--- config.mk ---
export PLATFORM = sky130hd
export DESIGN_NAME = c2dc_kernel
export DESIGN_NICKNAME = d
export VERILOG_FILES = /design/src/rtl/c2dc_pkg.sv /design/src/rtl/c2dc_kernel.sv
export SDC_FILE = /design/constraint.sdc
export NUM_CORES = 2
export LEC_CHECK = 0
export BUFFER_PORTS_ARGS = -buffer_cell sky130_fd_sc_hd__buf_2
export CAP_MARGIN = 20
export CORE_ASPECT_RATIO = 0.7
export CORE_MARGIN = 2
export CORE_UTILIZATION = 38
export DETAILED_ROUTE_END_ITERATION = 6
export PLACE_DENSITY_LB_ADDON = 0.2
export SLEW_MARGIN = 5
export SYNTH_ARGS = -nofsm -noshare
export SYNTH_HDL_FRONTEND = slang
export SYNTH_SLANG_ARGS = --single-unit
--- constraint.sdc ---
create_clock -name vclk -period 10.9
set_input_delay 0.545 -clock vclk [all_inputs]
set_output_delay 0.545 -clock vclk [all_outputs]
set_load 0.01 [all_outputs]
--- src/rtl/c2dc_pkg.sv ---
package c2dc_pkg;

   // geometry limits
   localparam int MaxWidth   = 1024;
   localparam int MaxHeight  = 1024;
   localparam int KernelSize = 3;

   // field and register widths
   localparam int PixW     = 8;
   localparam int PixMax   = 255;
   localparam int GeomW    = 11;
   localparam int CoefW    = 16;
   localparam int CoefRowW = 3 * CoefW;
   localparam int ShiftW   = 4;
   localparam int CsrIdxW  = 3;
   localparam int CsrDataW = CoefRowW;

   // column counter indexes the line stores; CntW also holds the clamped width
   localparam int ColW = $clog2(MaxWidth);
   localparam int CntW = (ColW + 1 > GeomW) ? ColW + 1 : GeomW;

   // reset values of the geometry registers
   localparam int WidthReset  = 640;
   localparam int HeightReset = 480;

   typedef enum logic [CsrIdxW-1:0] {
      CSR_IMAGE_WIDTH     = 3'd0,
      CSR_IMAGE_HEIGHT    = 3'd1,
      CSR_COEF_TOP_ROW    = 3'd2,
      CSR_COEF_MID_ROW    = 3'd3,
      CSR_COEF_BOTTOM_ROW = 3'd4,
      CSR_FRAC_SHIFT      = 3'd5
   } csr_index_type;

   typedef logic [PixW-1:0] pix_type;

   // [row][col]: row 0 is two lines up, col 0 is the left neighbor
   typedef pix_type [2:0][2:0] window_type;

   typedef logic [2:0][CoefRowW-1:0] coef_type;

   // per-item control decoded from the position counters at accept time
   typedef struct packed {
      logic x_zero;    // first column: closes the previous row on the right edge
      logic up1_ok;    // line above exists
      logic up2_ok;    // line two above exists
      logic pix_zero;  // fill item or row past the frame
      logic emit;      // item gives a result
      logic last;      // result is the final pixel of the frame
      logic fwd;       // line store data comes from the item just ahead
   } item_ctl_type;

endpackage

--- src/rtl/c2dc_kernel.sv ---
module c2dc_kernel (
   input  c2dc_pkg::window_type             win,
   input  c2dc_pkg::coef_type               coef,
   input  logic [c2dc_pkg::ShiftW-1:0]      shift,
   output logic [c2dc_pkg::PixW-1:0]        result
);

   localparam int Half  = c2dc_pkg::KernelSize / 2;
   localparam int ProdW = c2dc_pkg::PixW + c2dc_pkg::CoefW + 1;
   localparam int SumW  = ProdW + 4;

   logic signed [SumW-1:0] sum;
   logic        [SumW-1:0] scaled;

   // nine independent products into one adder tree
   always_comb begin
      logic signed [ProdW-1:0] prod;
      sum  = '0;
      prod = '0;
      for (int r = 0; r < 3; r++) begin
         for (int c = 0; c < 3; c++) begin
            if ((r - 1) <= Half && (1 - r) <= Half && (c - 1) <= Half && (1 - c) <= Half) begin
               prod = $signed({1'b0, win[r][c]})
                    * $signed(coef[r][c*c2dc_pkg::CoefW +: c2dc_pkg::CoefW]);
               sum  = sum + SumW'(prod);
            end
         end
      end
   end

   // shift only matters for a positive sum
   always_comb begin
      scaled = $unsigned(sum) >> shift;
      if (sum <= 0) begin
         result = '0;
      end else if (scaled > SumW'(c2dc_pkg::PixMax)) begin
         result = c2dc_pkg::PixW'(c2dc_pkg::PixMax);
      end else begin
         result = scaled[c2dc_pkg::PixW-1:0];
      end
   end

endmodule

; ---- Word-level counts from Yosys, hierarchy flattened
; Cells that the tools add are included.
[totals]
reg_bits = 0
input_bits = 220
out_inout_bits = 8
word_cells = 22
[op_classes]
n_addsub = 8
n_mul = 9
magnitude_cmp = 2
n_shift = 1
muxes = 2
[op_table]
columns = operator, n
row1 = $mul A9 B16 Y25, 9
row2 = $add A29 B25 Y29, 4
row3 = $add A28 B25 Y29, 1
row4 = $gt A29 B8 Y1 const B, 1
row5 = $le A29 B1 Y1 const B, 1
row6 = $shr A29 B4 Y29, 1
row7 = $add A27 B25 Y28, 1
row8 = $add A26 B25 Y27, 1
row9 = $add A25 B25 Y26, 1
row10 = $mux W8, 2

; ---- Logic depth before layout (Yosys ltp)
[logic_depth]
ltp_word = 13
ltp_mapped = 34
ltp_nobuf = 33

; ---- Least setup slack after synthesis
; Ideal clock, no wire load.
[synth_timing]
path_kind = input to output
start = input port win[48] (netlist name)
end = output port result[6] (netlist name)
t_arrival_ps = 8825
required_time_ps = 10355
slack_ps = 1530
stages = 31
path_buffers = 2
cell_sequence = clkbuf_1 -> nand2_1 -> fa_1 -> inv_1 -> fa_1 -> inv_1 -> fa_1 -> fa_1 -> inv_1 -> fa_1 -> fa_1 -> inv_1 -> fa_1 -> inv_1 -> fa_1 -> fa_1 -> inv_1 -> fa_1 -> inv_1 -> ha_1 -> clkbuf_1 -> nand2_1 -> nor2_1 -> a211oi_1 -> o2111ai_1 -> xnor2_1 -> or3_1 -> o311a_1 -> a41oi_2 -> a2111oi_4 -> a31oi_1
[synth_via]
elab_chain_len = 8
word_cells_on_any_way = 9
classes_between = 3 x add/sub / 1 x mul / 2 x order compare / 1 x shift / 2 x mux
[synth_rtl]
columns = element, line_no
row1 = from (decl), c2dc_kernel.sv:2  ; input c2dc_pkg::window_type win,
row2 = $mul A9 B16 Y25 *, c2dc_kernel.sv:24  ; * $signed(coef[r][c*c2dc_pkg::CoefW +: c2dc_pkg::CoefW]);
row3 = $add A29 B25 Y29 * (3 in series), c2dc_kernel.sv:25  ; sum = sum + SumW'(prod);
row4 = $shr A29 B4 Y29, c2dc_kernel.sv:33  ; scaled = $unsigned(sum) >> shift;
row5 = $gt A29 B8 Y1, c2dc_kernel.sv:36  ; end else if (scaled > SumW'(c2dc_pkg::PixMax)) begin
row6 = $mux W8, c2dc_kernel.sv:36
row7 = $mux W8 *, c2dc_kernel.sv:34  ; if (sum <= 0) begin
row8 = to (decl), c2dc_kernel.sv:5  ; output logic [c2dc_pkg::PixW-1:0] result
; Every way passes the cells marked *; elsewhere a longest branch is shown, timed or not.

; ---- Final worst setup path
[layout_timing]
start = input port win[43] (netlist name)
end = output port result[6] (netlist name)
[layout_via]
elab_chain_len = 9
word_cells_on_any_way = 10
classes_between = 4 x add/sub / 1 x mul / 2 x order compare / 1 x shift / 2 x mux
[layout_rtl]
columns = element, line_no
row1 = $mul A9 B16 Y25 *, c2dc_kernel.sv:24
row2 = $add A29 B25 Y29 * (4 in series), c2dc_kernel.sv:25
row3 = $shr A29 B4 Y29, c2dc_kernel.sv:33
row4 = $gt A29 B8 Y1, c2dc_kernel.sv:36
row5 = $mux W8, c2dc_kernel.sv:36
row6 = $mux W8 *, c2dc_kernel.sv:34
; Marks and branches as above.

==> summary.log <==
qor: timing.report.final.setup_viol 0
qor: placement.dp.cells 6,182
qor: floorplan.io-pin-count 228
qor: global_routing.pin_count_of_the_biggest_net_entering_global_routing 29
qor: synthesis.netlist.area_leader.share 59.03%
qor: detailed_routing.drt-wirelength-per-cell 19.59 um
qor: layout.layout.nets 6,501
qor: setup_path.worst_setup_startpoint win[43]
qor: synthesis.mappedNetlistArea 44,770 um2
qor: timing.tns 0 ns
qor: detailed_routing.routed_wirelength 121,500 um
qor: timing.final.period_utilization 96.82%
qor: synthesis.synthCells 4,489
qor: floorplan.die-height 291.2 um
qor: placement.placedInstanceArea 47,440 um2
qor: worst_hold_path.worst_hold_path.endpoint result[6]
qor: worst_hold_path.min_path_cells 4
qor: worst_hold_path.min-delay-path-class in -> out
qor: setup_path.startpoint_type primary input
qor: setup_path.cp_data_required_time 10.36 ns
qor: layout.syn_to_final_growth 6.185%
qor: cts.cts_hold_buf 0
qor: global_routing.global_route.usage.total 21.32%
qor: synthesis.synth_most_common_cell sky130_fd_sc_hd__fa_1
qor: floorplan.floorplan.initialDensity 38.24%
qor: synthesis.synth_area_leader_cell sky130_fd_sc_hd__fa_1
qor: synthesis.synth_cell_types 87
qor: layout.clockBufferCount 0
qor: setup_path.end_kind output port
qor: detailed_routing.dr.first_iter.drc_count 1,811
qor: timing.timing.final.ws_setup 0.3467 ns
qor: floorplan.die-area 120,600 um2
qor: layout.fillerInstances 11,660
qor: synthesis.synth.top_cells.by_count sky130_fd_sc_hd__fa_1 (1,320), sky130_fd_sc_hd__inv_1 (1,199), sky130_fd_sc_hd__and2_1 (878)
qor: layout.footprint_of_the_multi_input_gates 39,790 um2
qor: detailed_routing.drt-pass1-iter-count 7
qor: worst_hold_path.hold_path_startpoint shift[3]
qor: detailed_routing.vias_per_cell 4.708
qor: setup_path.critical_setup_path_class in -> out
qor: timing.finalMaxSlewViolations 0
qor: synthesis.sequential_to_total_area_share_from_yosys_stat 0%
qor: run.maxCapViolations 0
qor: status.status finished, violations left
qor: synthesis.ys_top_cells_by_area sky130_fd_sc_hd__fa_1 (59%), sky130_fd_sc_hd__and2_1 (12%), sky130_fd_sc_hd__inv_1 (10%)
qor: placement.preCtsSetupSlack 0.1868 ns
qor: layout.seq_area 0 um2
qor: synthesis.post_synth.cell_area_avg 9.973 um2
qor: timing.final_hold_viol_count 0
qor: status.failed_checks design-rule violations
qor: layout.seq_cell_count 0
qor: floorplan.rows 105
qor: detailed_routing.drc_errors 1
qor: timing.fmaxAchievable 94.76 MHz
qor: setup_path.critPathMaxFanout 16
qor: layout.fin_cells 6,203
qor: global_routing.grt_overflow_total 0
qor: detailed_routing.detail-route-antenna-nets 0
qor: timing.timing.final.crit_period 10.55 ns
qor: setup_path.timing.critical_path.arrival 10.01 ns
qor: placement.numPortBuffers 228
qor: placement.routabilityCongestion 0.9034
qor: synthesis.synth_fp_nets 6,356
qor: layout.final_cell_area 47,540 um2
qor: floorplan.die_w 414.2 um
qor: global_routing.first_global_vias 32,010
qor: timing.tightest_slew 0.6658 ns
qor: detailed_routing.num_vias 29,200
qor: layout.final_layout_size_suffix_gt1_share 6.304%
qor: timing.slew_headroom 55.56%
qor: global_routing.grt_antenna_before_repair 33
qor: global_routing.wire_length_of_the_first_global_routing_pass 197,000 um
qor: floorplan.fp.coreArea 117,100 um2
qor: synthesis.synth.yosys.warnings 0
qor: timing.rsz0062_at_grt false
qor: placement.hpwlAfterDp 115,100 um
placed cells by master, fill, tap and decap left out, types with 9 or more instances in the layout:
cell,Yosys,layout
sky130_fd_sc_hd__a211o_1,9,9
sky130_fd_sc_hd__a211oi_1,14,13
sky130_fd_sc_hd__a21oi_1,48,47
sky130_fd_sc_hd__and2_1,878,878
sky130_fd_sc_hd__buf_2,3,228
sky130_fd_sc_hd__buf_4,5,15
sky130_fd_sc_hd__diode_2,0,20
sky130_fd_sc_hd__fa_1,1320,1318
sky130_fd_sc_hd__ha_1,327,326
sky130_fd_sc_hd__inv_1,1199,1199
sky130_fd_sc_hd__nand2_1,325,325
sky130_fd_sc_hd__nand3_1,13,13
sky130_fd_sc_hd__nand4_1,11,11
sky130_fd_sc_hd__nor2_1,44,44
sky130_fd_sc_hd__o21ai_0,14,14
sky130_fd_sc_hd__o21ai_1,12,12
sky130_fd_sc_hd__xnor2_1,17,17
area by class of cell:
class | instances | area share [%]
repair buffers | 243 | 2.637
diodes | 20 | 0.1053
well taps | 1551 | 4.082
inverters | 1200 | 9.475
multi-input cells | 3189 | 83.70
critical path, stage by stage:
cell and delay, ns:
sky130_fd_sc_hd__buf_2 0.33, sky130_fd_sc_hd__nand2_1 0.14, sky130_fd_sc_hd__fa_1 0.55, sky130_fd_sc_hd__inv_1 0.05, sky130_fd_sc_hd__fa_1 0.52, sky130_fd_sc_hd__inv_1 0.05, sky130_fd_sc_hd__fa_1 0.47, sky130_fd_sc_hd__fa_1 0.54
sky130_fd_sc_hd__fa_1 0.43, sky130_fd_sc_hd__fa_1 0.49, sky130_fd_sc_hd__fa_1 0.60, sky130_fd_sc_hd__fa_1 0.44, sky130_fd_sc_hd__fa_1 0.49, sky130_fd_sc_hd__inv_1 0.05, sky130_fd_sc_hd__fa_1 0.54, sky130_fd_sc_hd__ha_1 0.66
sky130_fd_sc_hd__nand4_1 0.34, sky130_fd_sc_hd__a21o_1 0.30, sky130_fd_sc_hd__a2111oi_2 0.42, sky130_fd_sc_hd__o21ai_1 0.19, sky130_fd_sc_hd__and2_1 0.30, sky130_fd_sc_hd__mux2_4 0.33, sky130_fd_sc_hd__o221ai_2 0.23, sky130_fd_sc_hd__a41oi_2 0.17
sky130_fd_sc_hd__a2111oi_4 0.33, sky130_fd_sc_hd__buf_4 0.20, sky130_fd_sc_hd__a31oi_1 0.10, sky130_fd_sc_hd__buf_2 0.15
timing repair:
action,CTS,global route
buffers inserted,0,1
resized for setup,0,8
setup endpoints to repair,0,8
kinds of logic after synthesis:
kind of cell	synth area share, %
adder cells (fa/ha/maj)	68.17
AO/OA/AOI/OAI	3.312
buffers and inverters	11.20
AND/OR/NAND/NOR	16.30
multiplexers	0.4751
XOR/XNOR	0.5450
metrics by stage:
| step | hold slack, ns | utilization, % |
|---|---|---|
| 5_1_grt | 1.820 | 40.59 |
| 2_1_floorplan | 1.431 | - |
| 3_5_place_dp | 1.776 | 40.53 |
| 4_1_cts | 1.779 | 40.53 |
| 6_report | 1.763 | 40.61 |
| 3_3_place_gp | 1.758 | 40.53 |
metal layers:
layer / track usage, % / wire (um) / part of all wire (%) / up-vias
li1: - / - / - / 13250
met2: 33.42 / 56380 / 46 / 604
met3: 2.808 / 6779 / 5.6 / 50
met4: 1.796 / 1002 / 0.82 / 4
met1: 32.65 / 57330 / 47 / 15290
met5: 0 / 27 / 0.022 / -
worst max path at each step:
| stage | depth (start not counted) | slack (ns) | end |
|---|---|---|---|
| floorplan | 31 | 1.53 | result[6] |
| CTS | 26 | 0.14 | result[6] |
| detailed placement | 26 | 0.19 | result[6] |
| global route | 27 | 0.06 | result[6] |
| finish | 28 | 0.35 | result[6] |
| global placement | 27 | 0.23 | result[6] |
Power is left out: the tool's default activity adds up to more than one toggle a clock period on the data nets, which glitch-free logic cannot reach.
